## src/rtl/core/gradient_noise_3d_macros.svh

```systemverilog
// Assertion macros for the gradient noise core.
// Used by modules with aclk and aresetn in scope; no other dependencies.
`ifndef GRADIENT_NOISE_3D_MACROS_SVH
`define GRADIENT_NOISE_3D_MACROS_SVH

// Check that cond_a implies cond_c in the same cycle.
`define GN3_ASSERT_NOW(lbl, cond_a, cond_c) \
    lbl: assert property (@(posedge aclk) disable iff (!aresetn) (cond_a) |-> (cond_c)) \
        else $error("gn3 check failed");

// Check that cond_a implies cond_c in the next cycle.
`define GN3_ASSERT_NEXT(lbl, cond_a, cond_c) \
    lbl: assert property (@(posedge aclk) disable iff (!aresetn) (cond_a) |=> (cond_c)) \
        else $error("gn3 check failed");

`endif

```

## src/rtl/core/gn3_pkg.sv

```systemverilog
// Shared constants for the gradient noise core: default fraction width, stage count,
// gradient select codes and the 256-entry permutation table. No dependencies.
package gn3_pkg;

    localparam int FRAC_BITS_DEF = 16;
    localparam int PIPE_STAGES   = 10;

    // Gradient select codes on the low four hash bits
    localparam logic [3:0] GRAD_SEL_Y_LIM = 4'd8;
    localparam logic [3:0] GRAD_SEL_Z_LIM = 4'd4;
    localparam logic [3:0] GRAD_X_ALT_A   = 4'd12;
    localparam logic [3:0] GRAD_X_ALT_B   = 4'd14;

    localparam logic [7:0] PERM_TABLE [256] = '{
        8'd151, 8'd160, 8'd137, 8'd91, 8'd90, 8'd15, 8'd131, 8'd13,
        8'd201, 8'd95, 8'd96, 8'd53, 8'd194, 8'd233, 8'd7, 8'd225,
        8'd140, 8'd36, 8'd103, 8'd30, 8'd69, 8'd142, 8'd8, 8'd99,
        8'd37, 8'd240, 8'd21, 8'd10, 8'd23, 8'd190, 8'd6, 8'd148,
        8'd247, 8'd120, 8'd234, 8'd75, 8'd0, 8'd26, 8'd197, 8'd62,
        8'd94, 8'd252, 8'd219, 8'd203, 8'd117, 8'd35, 8'd11, 8'd32,
        8'd57, 8'd177, 8'd33, 8'd88, 8'd237, 8'd149, 8'd56, 8'd87,
        8'd174, 8'd20, 8'd125, 8'd136, 8'd171, 8'd168, 8'd68, 8'd175,
        8'd74, 8'd165, 8'd71, 8'd134, 8'd139, 8'd48, 8'd27, 8'd166,
        8'd77, 8'd146, 8'd158, 8'd231, 8'd83, 8'd111, 8'd229, 8'd122,
        8'd60, 8'd211, 8'd133, 8'd230, 8'd220, 8'd105, 8'd92, 8'd41,
        8'd55, 8'd46, 8'd245, 8'd40, 8'd244, 8'd102, 8'd143, 8'd54,
        8'd65, 8'd25, 8'd63, 8'd161, 8'd1, 8'd216, 8'd80, 8'd73,
        8'd209, 8'd76, 8'd132, 8'd187, 8'd208, 8'd89, 8'd18, 8'd169,
        8'd200, 8'd196, 8'd135, 8'd130, 8'd116, 8'd188, 8'd159, 8'd86,
        8'd164, 8'd100, 8'd109, 8'd198, 8'd173, 8'd186, 8'd3, 8'd64,
        8'd52, 8'd217, 8'd226, 8'd250, 8'd124, 8'd123, 8'd5, 8'd202,
        8'd38, 8'd147, 8'd118, 8'd126, 8'd255, 8'd82, 8'd85, 8'd212,
        8'd207, 8'd206, 8'd59, 8'd227, 8'd47, 8'd16, 8'd58, 8'd17,
        8'd182, 8'd189, 8'd28, 8'd42, 8'd223, 8'd183, 8'd170, 8'd213,
        8'd119, 8'd248, 8'd152, 8'd2, 8'd44, 8'd154, 8'd163, 8'd70,
        8'd221, 8'd153, 8'd101, 8'd155, 8'd167, 8'd43, 8'd172, 8'd9,
        8'd129, 8'd22, 8'd39, 8'd253, 8'd19, 8'd98, 8'd108, 8'd110,
        8'd79, 8'd113, 8'd224, 8'd232, 8'd178, 8'd185, 8'd112, 8'd104,
        8'd218, 8'd246, 8'd97, 8'd228, 8'd251, 8'd34, 8'd242, 8'd193,
        8'd238, 8'd210, 8'd144, 8'd12, 8'd191, 8'd179, 8'd162, 8'd241,
        8'd81, 8'd51, 8'd145, 8'd235, 8'd249, 8'd14, 8'd239, 8'd107,
        8'd49, 8'd192, 8'd214, 8'd31, 8'd181, 8'd199, 8'd106, 8'd157,
        8'd184, 8'd84, 8'd204, 8'd176, 8'd115, 8'd121, 8'd50, 8'd45,
        8'd127, 8'd4, 8'd150, 8'd254, 8'd138, 8'd236, 8'd205, 8'd93,
        8'd222, 8'd114, 8'd67, 8'd29, 8'd24, 8'd72, 8'd243, 8'd141,
        8'd128, 8'd195, 8'd78, 8'd66, 8'd215, 8'd61, 8'd156, 8'd180
    };

    function automatic logic [7:0] perm_lookup(input logic [7:0] idx);
        return PERM_TABLE[idx];
    endfunction

endpackage

```

## src/rtl/core/gn3_fade.sv

```systemverilog
// Three-stage quintic fade 6t^5 - 15t^4 + 10t^3 on one fraction.
// Depends on gn3_pkg for the default fraction width.
module gn3_fade import gn3_pkg::*; #(
    parameter int FRAC_BITS = FRAC_BITS_DEF
) (
    input  logic                 aclk,
    input  logic                 en,
    input  logic [FRAC_BITS-1:0] t_in,
    output logic [FRAC_BITS:0]   fade_out
);
    localparam int F  = FRAC_BITS;
    localparam int QW = F + 4;
    localparam int PW = F + QW;
    localparam logic [F:0] ONE_Q = {1'b1, {F{1'b0}}};

    logic [F-1:0]    t1_reg, t2_reg, t3_reg;
    logic [QW-1:0]   q_reg;
    logic [F:0]      fade_reg;
    logic [2*F-1:0]  tt, t2t;
    logic [QW-1:0]   q_next;
    logic [PW-1:0]   p;
    logic [PW-F-1:0] f_wide;
    logic [F:0]      fade_next;

    // Square, then cube and polynomial, then final product with clamp
    always_comb begin
        tt        = (2*F)'(t_in) * (2*F)'(t_in);
        t2t       = (2*F)'(t2_reg) * (2*F)'(t1_reg);
        q_next    = QW'(t2_reg) * QW'(6) + (QW'(10) << F) - QW'(t1_reg) * QW'(15);
        p         = PW'(t3_reg) * PW'(q_reg);
        f_wide    = p[PW-1:F];
        fade_next = (f_wide > (PW-F)'(ONE_Q)) ? ONE_Q : f_wide[F:0];
    end

    always_ff @(posedge aclk) begin
        if (en) begin
            t1_reg   <= t_in;
            t2_reg   <= tt[2*F-1:F];
            t3_reg   <= t2t[2*F-1:F];
            q_reg    <= q_next;
            fade_reg <= fade_next;
        end
    end

    assign fade_out = fade_reg;

endmodule
```

## config.mk

```make
export PLATFORM = sky130hd
export DESIGN_NAME = gn3_fade
export DESIGN_NICKNAME = d
export VERILOG_FILES = /design/src/rtl/core/gradient_noise_3d_macros.svh /design/src/rtl/core/gn3_pkg.sv /design/src/rtl/core/gn3_fade.sv
export SDC_FILE = /design/constraint.sdc
export NUM_CORES = 2
export LEC_CHECK = 0
export ABC_AREA = 0
export BUFFER_PORTS_ARGS = -buffer_cell sky130_fd_sc_hd__buf_2
export CAP_MARGIN = 20
export CORE_MARGIN = 3
export CORE_UTILIZATION = 60
export DETAILED_ROUTE_END_ITERATION = 16
export GPL_TIMING_DRIVEN = 0
export PLACE_DENSITY = 0.82
export SLEW_MARGIN = 25
export SYNTH_ARGS = -nofsm -noshare
export SYNTH_HDL_FRONTEND = slang
export SYNTH_SLANG_ARGS = --single-unit
```

## constraint.sdc

```tcl
create_clock -name aclk -period 16.8 [get_ports aclk]
set_input_delay 3.36 -clock aclk [delete_from_list [all_inputs] [get_ports aclk]]
set_output_delay 3.36 -clock aclk [all_outputs]
set_load 0.02 [all_outputs]
```

==> impl_metrics.py <==
metrics = {
    "run_status": {
        "outcome": "completed",
    },
    "layout": {
        "drive_gt1_frac": 0.0242,
        "area_growth_syn_to_layout_pct": 4.27,
        "antenna_cells": 0,
        "largest_reg_flops": 20,
        "fillers": 3951,
        "fin_nets": 4336,
    },
    "sta": {
        "finalSetupTns_ps": 0,
        "post-route-period-util": 0.608,
        "fmax_mhz": 98.0,
        "report.final.slew_viol_count": 0,
        "clock_skew_ps": 10.3,
        "setup-violations-final": 0,
        "worstMarginPinSlew_ps": 752,
        "rsz0062_at_grt": "false",
        "hold_viol": 0,
        "slew-limit-headroom": 0.499,
        "period_minus_slack_ps": 10210,
    },
    "global_routing": {
        "grt_max_degree": 52,
        "grt_overflow": 0,
        "grt_pass1_wl_um": 115000,
        "grt_pass1_vias": 23700,
        "grtUsageTotal": 0.270,
        "antenna_found_initial": 0,
    },
    "clock_network": {
        "cts_tree": "done",
        "root_buffer": "clkbuf_16",
        "cts_setup_buffers": 0,
        "path_clk_slew_ps": 60,
        "ctsResizeCount": 0,
        "cts_hold_buffers": 0,
        "cts_buffer_depth": 2,
        "worstSkewPairLatency_ps": 370,
        "htree_levels": 3,
        "cts.sinks": 85,
        "numCtsBuffers": 9,
    },
    "worst_hold_path": {
        "whs_endpoint": "q_reg[0]",
        "worstHoldStart": "t1_reg[0]",
        "hp-class": "register to register",
        "hold_depth": 0,
    },
    "worst_setup_path": {
        "crit-reg2reg-launch": "t3_reg[1]",
        "critPathRequiredTime_ps": 16910,
        "reg2reg_depth": 24,
        "worstSetupEndpointType": "register",
        "cp_slowest_stage_delay_ps": 570,
        "cp-start-kind": "primary input",
        "cp_data_arrival_time_ps": 10320,
        "slowest_stage": "fa_1",
        "crit_chain": "buf_2, clkbuf_1, nand2_1, fa_1, inv_1, fa_1, inv_1, fa_1, inv_1, fa_1, inv_1, fa_1, fa_1, inv_1, ha_1, nand4_1, a21oi_1, nand4_1, a311o_1, o211a_1, or3_1, o211ai_1, o31ai_1, xnor2_1",
        "crit_fanout": 10,
        "reg2reg_setup_slack_ps": 8690,
        "critical_path_class": "primary input to register",
        "crit_top_cell": "fa_1",
        "r2r-end": "fade_out[14]",
    },
    "logic_synthesis": {
        "synthFlopType": "edfxtp_1",
        "synth.area.top_cells": "fa_1 43%, ha_1 15%, inv_1 10%, edfxtp_1 8.4%, and2_1 6.0%",
        "synth_top_area_frac": 0.429,
        "syn_inst": 3260,
        "yosys.area.top_type": "fa_1",
        "synthesis.nets": 4290,
        "synthArstFlopShare": 0,
        "synth_seq_cells": 85,
        "synth_area_per_cell_um2": 9.31,
        "synth_edf_count": 85,
        "synthDistinctLibCells": 69,
        "yosysWarnings": 0,
        "syn-cell-area_um2": 30400,
        "synth-seq-area-share": 0.0841,
    },
    "flow_run": {
        "drv_cap": 0,
    },
    "floorplan": {
        "num_rows": 81,
        "die_area_um2": 53300,
        "fp.dieW_um": 231,
        "die_h_um": 231,
        "io_pins": 35,
        "core_area_um2": 49500,
        "initial_core_util": 0.614,
    },
    "placed_design": {
        "post-dp-hpwl_um": 59700,
        "place_congestion": 0.980,
        "io_buffers": 34,
    },
    "routing": {
        "ant_nets": 0,
        "wl_per_cell_um": 17.3,
        "drt-pass1-iter-count": 7,
        "route.final.wire_length_um": 68800,
        "drc": 0,
        "vias": 21700,
        "vias_per_cell": 5.45,
        "drt_iter0_markers": 1233,
    },
}
## how the worst max path moves through the flow
stage | start | endpoint | slack (ps)
2_1_floorplan | t_in[3] | t2_reg[14] | 7540
3_3_place_gp | t_in[8] | t2_reg[14] | 6340
3_5_place_dp | t_in[8] | t2_reg[15] | 6210
4_1_cts | t_in[8] | t2_reg[15] | 6580
5_1_grt | t_in[8] | t2_reg[14] | 6330
6_report | t_in[8] | t2_reg[15] | 6590
## final cells by class
type | count | area (um^2) | area share
Multi-Input combinational cell | 2212 | 24200 | 0.764
Buffer | 114 | 433 | 0.0137
Inverter | 849 | 3190 | 0.101
Clock inverter | 6 | 48.8 | 0.00154
Clock buffer | 9 | 225 | 0.00712
Tap cell | 664 | 831 | 0.0263
Timing Repair Buffer | 35 | 193 | 0.00609
Sequential cell | 85 | 2550 | 0.0806
## layer usage
metal / GRT usage / routed length [um] / vias up
li1: - / - / 9832
met1: 0.333 / 26700 / 10700
met2: 0.476 / 34300 / 891
met3: 0.0343 / 4540 / 236
met4: 0.122 / 3230 / 0
met5: 0 / 0 / -
## cell usage after synthesis, drive strengths merged, types with 22 or more instances
| cell type | n |
|---|---|
| clkbuf | 108 |
| fa | 651 |
| inv | 849 |
| o21ai | 37 |
| xor2 | 26 |
| and2 | 293 |
| ha | 361 |
| nor3 | 22 |
| a21oi | 57 |
| nor2 | 82 |
| xnor2 | 54 |
| nand2 | 407 |
| a21o | 25 |
| edfxtp | 85 |
## cell families after synthesis
group | after synthesis | synth area share
AOI/OAI and AO/OA | 217 | 0.0488
xor gates and xnor gates | 80 | 0.0231
adders and majority gates | 1012 | 0.578
buffers and inverters | 963 | 0.119
DFF | 85 | 0.0841
muxes | 5 | 0.00169
and+or+nand+nor | 898 | 0.145
## per-stage QoR
| step | hold WS, ps | setup slack (ps) | util | std cells | instance area, um^2 |
|---|---|---|---|---|---|
| floorplan | 526 | 7540 | - | 3260 | 30400 |
| global route | 720 | 6330 | 0.640 | 3974 | 31600 |
| CTS | 696 | 6580 | 0.640 | 3974 | 31600 |
| finish | 711 | 6590 | 0.640 | 3974 | 31600 |
| global placement | 655 | 6340 | 0.634 | 3958 | 31400 |
| detailed placement | 680 | 6210 | 0.634 | 3959 | 31400 |
## cells in the final DEF (no fill, tap or decap), types with 6 or more instances in the layout
cell type / Yosys / routed
xnor2_1: 54 / 54
a211oi_1: 13 / 13
buf_2: 4 / 37
nand2_1: 407 / 407
clkbuf_16: 0 / 9
edfxtp_1: 85 / 85
xor2_1: 26 / 26
inv_1: 849 / 849
nand3_1: 19 / 19
o21bai_1: 9 / 9
a21boi_0: 6 / 6
nand2b_1: 13 / 13
a31oi_1: 7 / 7
a21oi_1: 56 / 56
and2_1: 293 / 293
nor2b_1: 15 / 15
ha_1: 361 / 361
and3_1: 11 / 11
o21a_1: 15 / 15
a21o_1: 25 / 25
nor2_1: 81 / 81
o21ai_0: 36 / 36
nor3_1: 21 / 21
clkbuf_1: 108 / 108
fa_1: 651 / 651
nand4_1: 15 / 15
## critical path: cells and delay by family
family / cells / cell delay, ps
adder cells (fa/ha/maj): 7 / 3380
AO/OA/AOI/OAI: 5 / 1370
AND/OR/NAND/NOR: 4 / 1050
buffers and inverters: 7 / 1000
XOR/XNOR: 1 / 150
Power is left out: the tool's default activity adds up to more than one toggle a clock period on the data nets, which glitch-free logic cannot reach.
